`src/hw/rtl/iva_pkg.sv`:
```
// ----------------------------------------------------------------------------
// Interrupt vector allocator package
// Sizes, derived widths and the command and status words between the
// controller and the datapath.
// ----------------------------------------------------------------------------
package iva_pkg;

	localparam int NUM_VECTORS       = 256;
	localparam int VECTORS_PER_LEVEL = 16;
	localparam int COUNT_WIDTH       = 8;

	localparam int LEVEL_W = 4;
	localparam int OUT_W   = 8;
	localparam int VEC_W   = (NUM_VECTORS > 1) ? $clog2(NUM_VECTORS) : 1;
	localparam int CNT_W   = $clog2(VECTORS_PER_LEVEL + 1);
	localparam int SUM_W   = LEVEL_W + CNT_W + 1;
	localparam int FULL_W  = (SUM_W > VEC_W + 1) ? SUM_W : VEC_W + 1;

	localparam logic [COUNT_WIDTH-1:0] COUNT_MAX = '1;

	localparam int IN_TDATA_W  = 8;
	localparam int OUT_TDATA_W = 24;

	typedef struct packed {
		logic start;
		logic scan;
		logic finish;
	} iva_cmd_t;

	typedef struct packed {
		logic scan_done;
		logic out_free;
	} iva_sts_t;

endpackage

```
`src/hw/rtl/iva_ctrl.sv`:
```
// ----------------------------------------------------------------------------
// Interrupt vector allocator controller
// Sequences one request: accept, window scan, write-back and result load.
// ----------------------------------------------------------------------------
module iva_ctrl import iva_pkg::*; (
	input  logic     clk,
	input  logic     arst_n,
	input  logic     s_tvalid,
	output logic     s_tready,
	input  iva_sts_t sts,
	output iva_cmd_t cmd
);

	typedef enum logic [2:0] {
		ST_IDLE  = 3'b001,
		ST_SCAN  = 3'b010,
		ST_WRITE = 3'b100
	} state_t;

	state_t state_q;
	state_t state_d;

	assign s_tready = (state_q == ST_IDLE);

	always_comb begin
		state_d    = state_q;
		cmd.start  = 1'b0;
		cmd.scan   = 1'b0;
		cmd.finish = 1'b0;
		unique case (state_q)
			ST_IDLE: begin
				if (s_tvalid) begin
					cmd.start = 1'b1;
					state_d   = ST_SCAN;
				end
			end
			ST_SCAN: begin
				cmd.scan = 1'b1;
				if (sts.scan_done) begin
					state_d = ST_WRITE;
				end
			end
			ST_WRITE: begin
				if (sts.out_free) begin
					cmd.finish = 1'b1;
					state_d    = ST_IDLE;
				end
			end
			default: begin
				state_d = ST_IDLE;
			end
		endcase
	end

	always_ff @(posedge clk or negedge arst_n) begin
		if (!arst_n) begin
			state_q <= ST_IDLE;
		end else begin
			state_q <= state_d;
		end
	end

endmodule

```
`src/hw/rtl/iva_datapath.sv`:
```
// ----------------------------------------------------------------------------
// Interrupt vector allocator datapath
// Vector table memory, window scan with best-candidate tracking, write-back
// and the output register.
// ----------------------------------------------------------------------------
module iva_datapath import iva_pkg::*; (
	input  logic                   clk,
	input  logic                   arst_n,
	input  iva_cmd_t               cmd,
	output iva_sts_t               sts,
	input  logic [LEVEL_W-1:0]     level,
	input  logic                   shareable,
	output logic                   m_tvalid,
	input  logic                   m_tready,
	output logic                   granted,
	output logic [OUT_W-1:0]       vector,
	output logic [OUT_W-1:0]       users_after
);

	logic [COUNT_WIDTH-1:0] cnt_mem [NUM_VECTORS];
	logic                   mark_mem [NUM_VECTORS];
	logic [NUM_VECTORS-1:0] entry_vld_q;

	logic [LEVEL_W-1:0]     level_q;
	logic                   share_q;
	logic [CNT_W-1:0]       idx_q;
	logic                   have_q;
	logic                   done_q;
	logic [VEC_W-1:0]       pick_q;
	logic [COUNT_WIDTH-1:0] best_cnt_q;

	logic                   rd_vld_s1;
	logic [VEC_W-1:0]       rd_addr_s1;
	logic [COUNT_WIDTH-1:0] rd_cnt_s1;
	logic                   rd_mark_s1;
	logic                   rd_entry_s1;

	logic                   out_vld_q;
	logic                   granted_q;
	logic [OUT_W-1:0]       vector_q;
	logic [OUT_W-1:0]       users_q;

	logic [FULL_W-1:0]      full_addr;
	logic                   can_issue;
	logic [COUNT_WIDTH-1:0] eff_cnt;
	logic                   eff_mark;
	logic [COUNT_WIDTH-1:0] new_cnt;

	assign full_addr = FULL_W'(level_q) * FULL_W'(VECTORS_PER_LEVEL) + FULL_W'(idx_q);
	assign can_issue = (idx_q < CNT_W'(VECTORS_PER_LEVEL)) &&
	                   (full_addr < FULL_W'(NUM_VECTORS));
	assign eff_cnt   = rd_entry_s1 ? rd_cnt_s1 : '0;
	assign eff_mark  = rd_entry_s1 & rd_mark_s1;
	assign new_cnt   = (best_cnt_q == COUNT_MAX) ? best_cnt_q : best_cnt_q + COUNT_WIDTH'(1);

	assign sts.scan_done = done_q || (!can_issue && !rd_vld_s1);
	assign sts.out_free  = !out_vld_q || m_tready;

	always_ff @(posedge clk) begin
		if (cmd.scan && can_issue) begin
			rd_cnt_s1  <= cnt_mem[full_addr[VEC_W-1:0]];
			rd_mark_s1 <= mark_mem[full_addr[VEC_W-1:0]];
		end
		if (cmd.finish && have_q) begin
			cnt_mem[pick_q] <= new_cnt;
			if (best_cnt_q == '0) begin
				mark_mem[pick_q] <= share_q;
			end
		end
	end

	always_ff @(posedge clk) begin
		if (cmd.start) begin
			level_q <= level;
			share_q <= shareable;
		end
		if (cmd.scan && can_issue) begin
			rd_addr_s1  <= full_addr[VEC_W-1:0];
			rd_entry_s1 <= entry_vld_q[full_addr[VEC_W-1:0]];
		end
		if (cmd.scan && rd_vld_s1 && !done_q) begin
			if (eff_cnt == '0) begin
				pick_q     <= rd_addr_s1;
				best_cnt_q <= '0;
			end else if (eff_mark && share_q && (!have_q || best_cnt_q > eff_cnt)) begin
				pick_q     <= rd_addr_s1;
				best_cnt_q <= eff_cnt;
			end
		end
		if (cmd.finish) begin
			granted_q <= have_q;
			vector_q  <= have_q ? OUT_W'(pick_q) : '0;
			users_q   <= have_q ? OUT_W'(new_cnt) : '0;
		end
	end

	always_ff @(posedge clk or negedge arst_n) begin
		if (!arst_n) begin
			entry_vld_q <= '0;
			idx_q       <= '0;
			have_q      <= 1'b0;
			done_q      <= 1'b0;
			rd_vld_s1   <= 1'b0;
			out_vld_q   <= 1'b0;
		end else begin
			if (cmd.start) begin
				idx_q     <= '0;
				have_q    <= 1'b0;
				done_q    <= 1'b0;
				rd_vld_s1 <= 1'b0;
			end else if (cmd.scan) begin
				rd_vld_s1 <= can_issue && !done_q;
				if (can_issue) begin
					idx_q <= idx_q + CNT_W'(1);
				end
				if (rd_vld_s1 && !done_q) begin
					if (eff_cnt == '0) begin
						have_q <= 1'b1;
						done_q <= 1'b1;
					end else if (eff_mark && share_q && (!have_q || best_cnt_q > eff_cnt)) begin
						have_q <= 1'b1;
					end
				end
			end
			if (cmd.finish && have_q) begin
				entry_vld_q[pick_q] <= 1'b1;
			end
			if (cmd.finish) begin
				out_vld_q <= 1'b1;
			end else if (m_tready) begin
				out_vld_q <= 1'b0;
			end
		end
	end

	assign m_tvalid    = out_vld_q;
	assign granted     = granted_q;
	assign vector      = vector_q;
	assign users_after = users_q;

endmodule

```
`src/hw/rtl/interrupt_vector_allocator.sv`:
```
// ----------------------------------------------------------------------------
// Interrupt vector allocator
// Allocates a vector from a priority level's window on each request.
// ----------------------------------------------------------------------------
// A request word on the s_ side names a level and whether the requester can
// share a vector. The block reads the level's window of vectors one per
// cycle from the vector table, takes the first free vector or else the
// shareable vector with the fewest users, and writes the new user count back.
// One result word per request leaves on the m_ side.
// The scan ends early at a free vector. The single table read port is why the
// window is read one vector at a time. One request is in work at a time;
// s_tready is high only while the block is idle, so the next request can be
// accepted in the cycle after the result is loaded.
// The result sits in an output register, so the next request is accepted
// while it waits. If the receiver stalls, the following request stops before
// write-back until the output register is taken.
// Reset clears all user counts and sharing marks at once through per-entry
// valid bits; no clearing pass is needed.
module interrupt_vector_allocator import iva_pkg::*; (
	input  logic                   clk,
	input  logic                   arst_n,
	input  logic                   s_tvalid,
	output logic                   s_tready,
	input  logic [IN_TDATA_W-1:0]  s_tdata,   // level[3:0], shareable[4], zero
	output logic                   m_tvalid,
	input  logic                   m_tready,
	output logic [OUT_TDATA_W-1:0] m_tdata    // granted[0], vector[8:1], users_after[16:9], zero
);

	iva_cmd_t         cmd;
	iva_sts_t         sts;
	logic             granted;
	logic [OUT_W-1:0] vector;
	logic [OUT_W-1:0] users_after;

	iva_ctrl u_ctrl (
		.clk      (clk),
		.arst_n   (arst_n),
		.s_tvalid (s_tvalid),
		.s_tready (s_tready),
		.sts      (sts),
		.cmd      (cmd)
	);

	iva_datapath u_datapath (
		.clk         (clk),
		.arst_n      (arst_n),
		.cmd         (cmd),
		.sts         (sts),
		.level       (s_tdata[LEVEL_W-1:0]),
		.shareable   (s_tdata[LEVEL_W]),
		.m_tvalid    (m_tvalid),
		.m_tready    (m_tready),
		.granted     (granted),
		.vector      (vector),
		.users_after (users_after)
	);

	assign m_tdata = {7'd0, users_after, vector, granted};

	property p_busy_after_accept;
		@(posedge clk) disable iff (!arst_n)
			(s_tvalid && s_tready) |=> !s_tready;
	endproperty
	a_busy_after_accept: assert property (p_busy_after_accept)
		else $error("Input was still ready right after a request was accepted.");

	property p_fail_is_zero;
		@(posedge clk) disable iff (!arst_n)
			(m_tvalid && !m_tdata[0]) |-> (m_tdata[16:1] == 16'd0);
	endproperty
	a_fail_is_zero: assert property (p_fail_is_zero)
		else $error("A failed allocation carried a nonzero vector or count.");

	property p_result_from_finish;
		@(posedge clk) disable iff (!arst_n)
			$rose(m_tvalid) |-> $past(cmd.finish);
	endproperty
	a_result_from_finish: assert property (p_result_from_finish)
		else $error("A result appeared without a write-back step.");

endmodule

```
`config.mk`:
```
export PLATFORM = sky130hd
export DESIGN_NAME = interrupt_vector_allocator
export DESIGN_NICKNAME = d
export VERILOG_FILES = /design/src/hw/rtl/iva_pkg.sv /design/src/hw/rtl/iva_ctrl.sv /design/src/hw/rtl/iva_datapath.sv /design/src/hw/rtl/interrupt_vector_allocator.sv
export SDC_FILE = /design/constraint.sdc
export NUM_CORES = 2
export LEC_CHECK = 0
export BUFFER_PORTS_ARGS = -buffer_cell sky130_fd_sc_hd__buf_2
export CORE_MARGIN = 3
export CORE_UTILIZATION = 45
export CTS_BUF_LIST = sky130_fd_sc_hd__clkbuf_16
export DETAILED_ROUTE_END_ITERATION = 8
export PLACE_DENSITY = 0.62
export SLEW_MARGIN = 20
export SYNTH_ARGS = -nofsm -noshare
export SYNTH_HDL_FRONTEND = slang
export SYNTH_SLANG_ARGS = --single-unit
```
`constraint.sdc`:
```
create_clock -name clk -period 34.3 [get_ports clk]
set_input_delay 0 -clock clk [delete_from_list [all_inputs] [get_ports clk]]
set_output_delay 0 -clock clk [all_outputs]
set_load 0.005 [all_outputs]
```
==> impl_results.md <==
- Cell Int Power: 0.005565 W
- GPL Wtd Cong: 0.8126
- Rows: 176
- Wire length of the first global-routing pass: 390000 um
- Average wire per standard cell: 30.58 um
- Fillers: 18.48k
- Largest net degree at the start of global routing: 137
- Ports: 38
- Core Footprint: 231200 sq um
- Total track usage: 0.2251
- Num CTS Buffers: 281
- Sequential Power Share: 0.472
- Die area: 239600 sq um
- Synth Area in Adders: 0.001546
- FF-to-FF path depth: 12
- WL final: 270600 um
- Xor and xnor area share after synthesis: 0.0008327
- Layout cells sized above 1: 0.1909
- CP cell instances: buf_12 -> buf_4 -> buf_4 -> buf_4 -> mux4_2 -> mux2i_1 -> o32ai_1 -> or4_1 -> a221oi_1 -> buf_2 -> nor4_1 -> o31a_1
- Peak supply drop: 0.00004571 V
- CTS max path bufs: 4
- Post-DP HPWL: 156600 um
- H-tree levels: 5
- Post-CTS setup buffer count: 0
- Worst Path Max Fanout: 78
- Final Slew Violations: 0
- Antenna violations before repair: 11
- Via Count: 54.53k
- P&R area growth vs syn: 10.77%
- End of the worst register-to-register path: u_datapath.rd_cnt_s1[0]
- Average size of a mapped cell: 19.01 sq um
- Worst-Skew Late Latency: 0.94 ns
- Skew final: 0.05635 ns
- Post-DRT Antenna Nets: 0
- Tcrit/Tclk final: 0.1837
- Sw Ratio: 0.2519
- Worst Path Class, Setup: reg -> reg
- Worst hold path class: in -> async
- Mux share of post-synthesis cell area: 0.1468
- Relative slew slack: 0.1676
- Clk root buf: clkbuf_16
- Yosys warnings: 0
- DR pass1 iterations: 5
- Leak: 36.95 nW
- Finished Layout Cells: 8848
- Power Dens Cells: 63.84 nW/um^2
- Combinational Power Share: 0.151
- # Max-Cap Violations: 0
- Remaining DRCs: 0
- Synth Area in Compound Gates: 0.04787
- Fin area: 116500 sq um
- Clk pwr share: 0.377
- Multi-input gate area: 25090 sq um
- CTS tree: done
- Nets: 5647
- CP top delay family: buffers and inverters
- Post-synth top flop: edfxtp_1
- Setup crit end kind: register
- Mapped Cells: 5534
- FF/Latch Area: 77590 sq um
- Largest family of logic cells by synthesized area: multiplexers
- CTS sink count: 2628
- Final min period: 6.300 ns
- Number of cells on the critical path: 12
- Register area share after synthesis: 0.7376
- Simple-Gate Fraction of Synth Area: 0.03878
- Remaining Overflow, GRT: 0
- Worst reg2reg setup slack: 28.00 ns
- Required time of the worst setup path: 34.97 ns
- Tightest Pin Transition: 1.245 ns
- Crit Reg-Reg Startpoint: u_datapath.idx_q[0]
- Final setup viols: 0
- Fin Setup TNS: 0 ns
- Yosys cell types: 80
- Die X: 489.5 um
- Most used cell, CP: buf_4
- Vias/cell: 6.163
- Post-synth EDFFs: 2360
- Power Total: 0.007438 W
- NetSw: 0.001873 W
- Clock transition at path regs: 0.06 ns
- Max stage delay cell, worst path: dfrtp_4
- Initial Util: 0.4549
- Buf/Inv on CP: 5
- Worst setup SP type: register
- RSZ-0062 raised after global routing: no
- Placed Cells: 8347
- Final hold vios: 0
- Data arrival time of the worst path: 6.97 ns
- Async set-reset flop share out of synthesis: 0.1020
- Post-Syn Area: 105200 sq um
- Die Height: 489.5 um
- Largest stage delay on the critical path: 0.85 ns
- Vias in the first global route: 53.96k
- Initial DRC Count: 6290
- I/O Buffers: 27
- Fin Hold WS: 0.2025 ns
- Placed Area: 107900 sq um
- Status: completed
- FMAX: 158.7 MHz
- FF+latch count, synth: 2628
## power groups by stage
stage	combinational [W]	sequential (W)	clock, W
2_1_floorplan	0.000829	0.00358	0
3_3_place_gp	0.00112	0.00358	0
3_5_place_dp	0.00112	0.00358	0
4_1_cts	0.00113	0.00351	0.00285
5_1_grt	0.00118	0.00351	0.00298
6_report	0.00112	0.00351	0.00281
## Yosys cell counts (6+ instances only)
| cell type | n | area [sq um] |
|---|---|---|
| buf_12 | 12 | 240.2 |
| buf_1 | 59 | 221.5 |
| buf_6 | 40 | 450.4 |
| o21ai_0 | 42 | 210.2 |
| a21oi_1 | 70 | 350.3 |
| nor2_1 | 574 | 2155 |
| buf_2 | 73 | 365.4 |
| and2_1 | 46 | 287.8 |
| mux4_1 | 69 | 1813 |
| dfrtp_1 | 267 | 6681 |
| o21bai_1 | 257 | 1929 |
| edfxtp_1 | 2360 | 70870 |
| a32oi_1 | 7 | 61.31 |
| buf_4 | 36 | 270.3 |
| and3_1 | 10 | 62.56 |
| a221oi_1 | 14 | 122.6 |
| and2_2 | 7 | 52.55 |
| clkbuf_8 | 17 | 234.0 |
| a22oi_1 | 48 | 360.4 |
| xnor2_1 | 6 | 52.55 |
| mux2_2 | 10 | 112.6 |
| ha_1 | 13 | 162.7 |
| clkbuf_4 | 6 | 45.04 |
| mux4_2 | 485 | 10920 |
| nor2b_1 | 19 | 118.9 |
| inv_1 | 17 | 63.81 |
| mux2i_1 | 259 | 2592 |
| a31oi_1 | 19 | 118.9 |
| nand3_1 | 56 | 280.3 |
| or3_1 | 8 | 50.05 |
| a211oi_1 | 30 | 225.2 |
| o22ai_1 | 81 | 506.7 |
| a22o_1 | 8 | 70.07 |
| buf_8 | 27 | 405.4 |
| a21o_1 | 7 | 52.55 |
| nand4_1 | 13 | 81.33 |
| nor4_1 | 20 | 125.1 |
| o221ai_1 | 72 | 630.6 |
| clkbuf_1 | 129 | 484.2 |
| nand2_1 | 127 | 476.7 |
| nor3_1 | 38 | 190.2 |
## placed cells by master, fill, tap and decap left out, types with 12 or more instances in the layout
cell	instances
a211oi_1	30
a21oi_1	70
a221oi_1	14
a22oi_1	48
a31oi_1	18
and2_1	46
buf_2	27
buf_4	146
bufinv_16	12
clkbuf_16	290
clkinv_1	55
clkinv_2	35
dfrtp_1	263
dlygate4sd3_1	17
edfxtp_1	2360
ha_1	12
inv_1	87
mux2i_1	258
mux4_1	69
mux4_2	485
nand2_1	108
nand2_2	19
nand3_1	44
nand4_1	13
nor2_1	569
nor2b_1	18
nor3_1	38
nor4_1	18
o21ai_0	40
o21bai_1	257
o221ai_1	72
o22ai_1	81
## registers in the layout, indices dropped and copies added, names as in the netlist
register,count
u_datapath.entry_vld_q,256
u_ctrl.state_q,3
u_datapath.rd_entry_s1,1
u_datapath.granted,1
u_datapath.have_q,1
u_datapath.rd_cnt_s1,8
u_datapath.cnt_mem,2048
u_datapath.m_tvalid,1
u_datapath.best_cnt_q,8
u_datapath.mark_mem,256
u_datapath.share_q,1
u_datapath.idx_q,5
u_datapath.pick_q,8
u_datapath.rd_vld_s1,1
u_datapath.vector,8
u_datapath.done_q,1
u_datapath.rd_addr_s1,8
u_datapath.users_after,8
u_datapath.level_q,4
u_datapath.rd_mark_s1,1
## final cells by class
cell class | instances | share of cell area
tap | 3026 | 0.03250
multi-input combinational | 2494 | 0.2153
antenna | 3 | 0.00006444
inverter | 18 | 0.0006121
clock buffer | 290 | 0.06229
sequential | 2628 | 0.6660
clock inverter | 190 | 0.009784
timing repair buffer | 199 | 0.01345
## per-stage QoR
| step | setup slack (ns) | utilization |
|---|---|---|
| 2_1_floorplan | 21.02 | - |
| 3_3_place_gp | 27.34 | 0.4665 |
| 3_5_place_dp | 27.94 | 0.4666 |
| 4_1_cts | 27.90 | 0.5038 |
| 5_1_grt | 27.65 | 0.5038 |
| 6_report | 28.00 | 0.5039 |
## layer usage
| metal | track usage | wire length [um] | up-vias |
|---|---|---|---|
| met5 | 0 | 0 | - |
| met4 | 0.06315 | 7377 | 0 |
| met3 | 0.04410 | 22740 | 400 |
| met2 | 0.3518 | 128200 | 2380 |
| met1 | 0.3247 | 112300 | 29290 |
| li1 | - | - | 22460 |
## logic make-up (layout without fill, tap and decap cells)
group,after synthesis,in the layout
xor gates and xnor gates,10,10
other,1,10
AOI/OAI and AO/OA,697,697
adders and majority gates,13,13
buffers and inverters,418,697
DFF,2628,2628
and+or+nand+nor,944,944
muxes,823,823
## repair_timing
action / CTS / global route
endpoints found under the hold margin: 155 / 0
hold buffers: 18 / 0
resized for setup: 0 / 0
## worst min-delay path, delay by kind of cell
kind | cells | cell delay (ns)
buffers and inverters | 3 | 1.27
## worst max-delay path by stage
| stage | startpoint | endpoint | slack [ns] |
|---|---|---|---|
| floorplan | u_datapath.best_cnt_q[1] | u_datapath.cnt_mem[0][1] | 21.02 |
| global placement | u_datapath.idx_q[0] | u_datapath.rd_cnt_s1[0] | 27.34 |
| detailed placement | u_datapath.idx_q[0] | u_datapath.rd_cnt_s1[0] | 27.94 |
| CTS | u_datapath.idx_q[0] | u_datapath.rd_cnt_s1[0] | 27.90 |
| global route | u_datapath.idx_q[0] | u_datapath.rd_cnt_s1[0] | 27.65 |
| finish | u_datapath.idx_q[0] | u_datapath.rd_cnt_s1[0] | 28.00 |
Power figures use the tool's default switching activity.
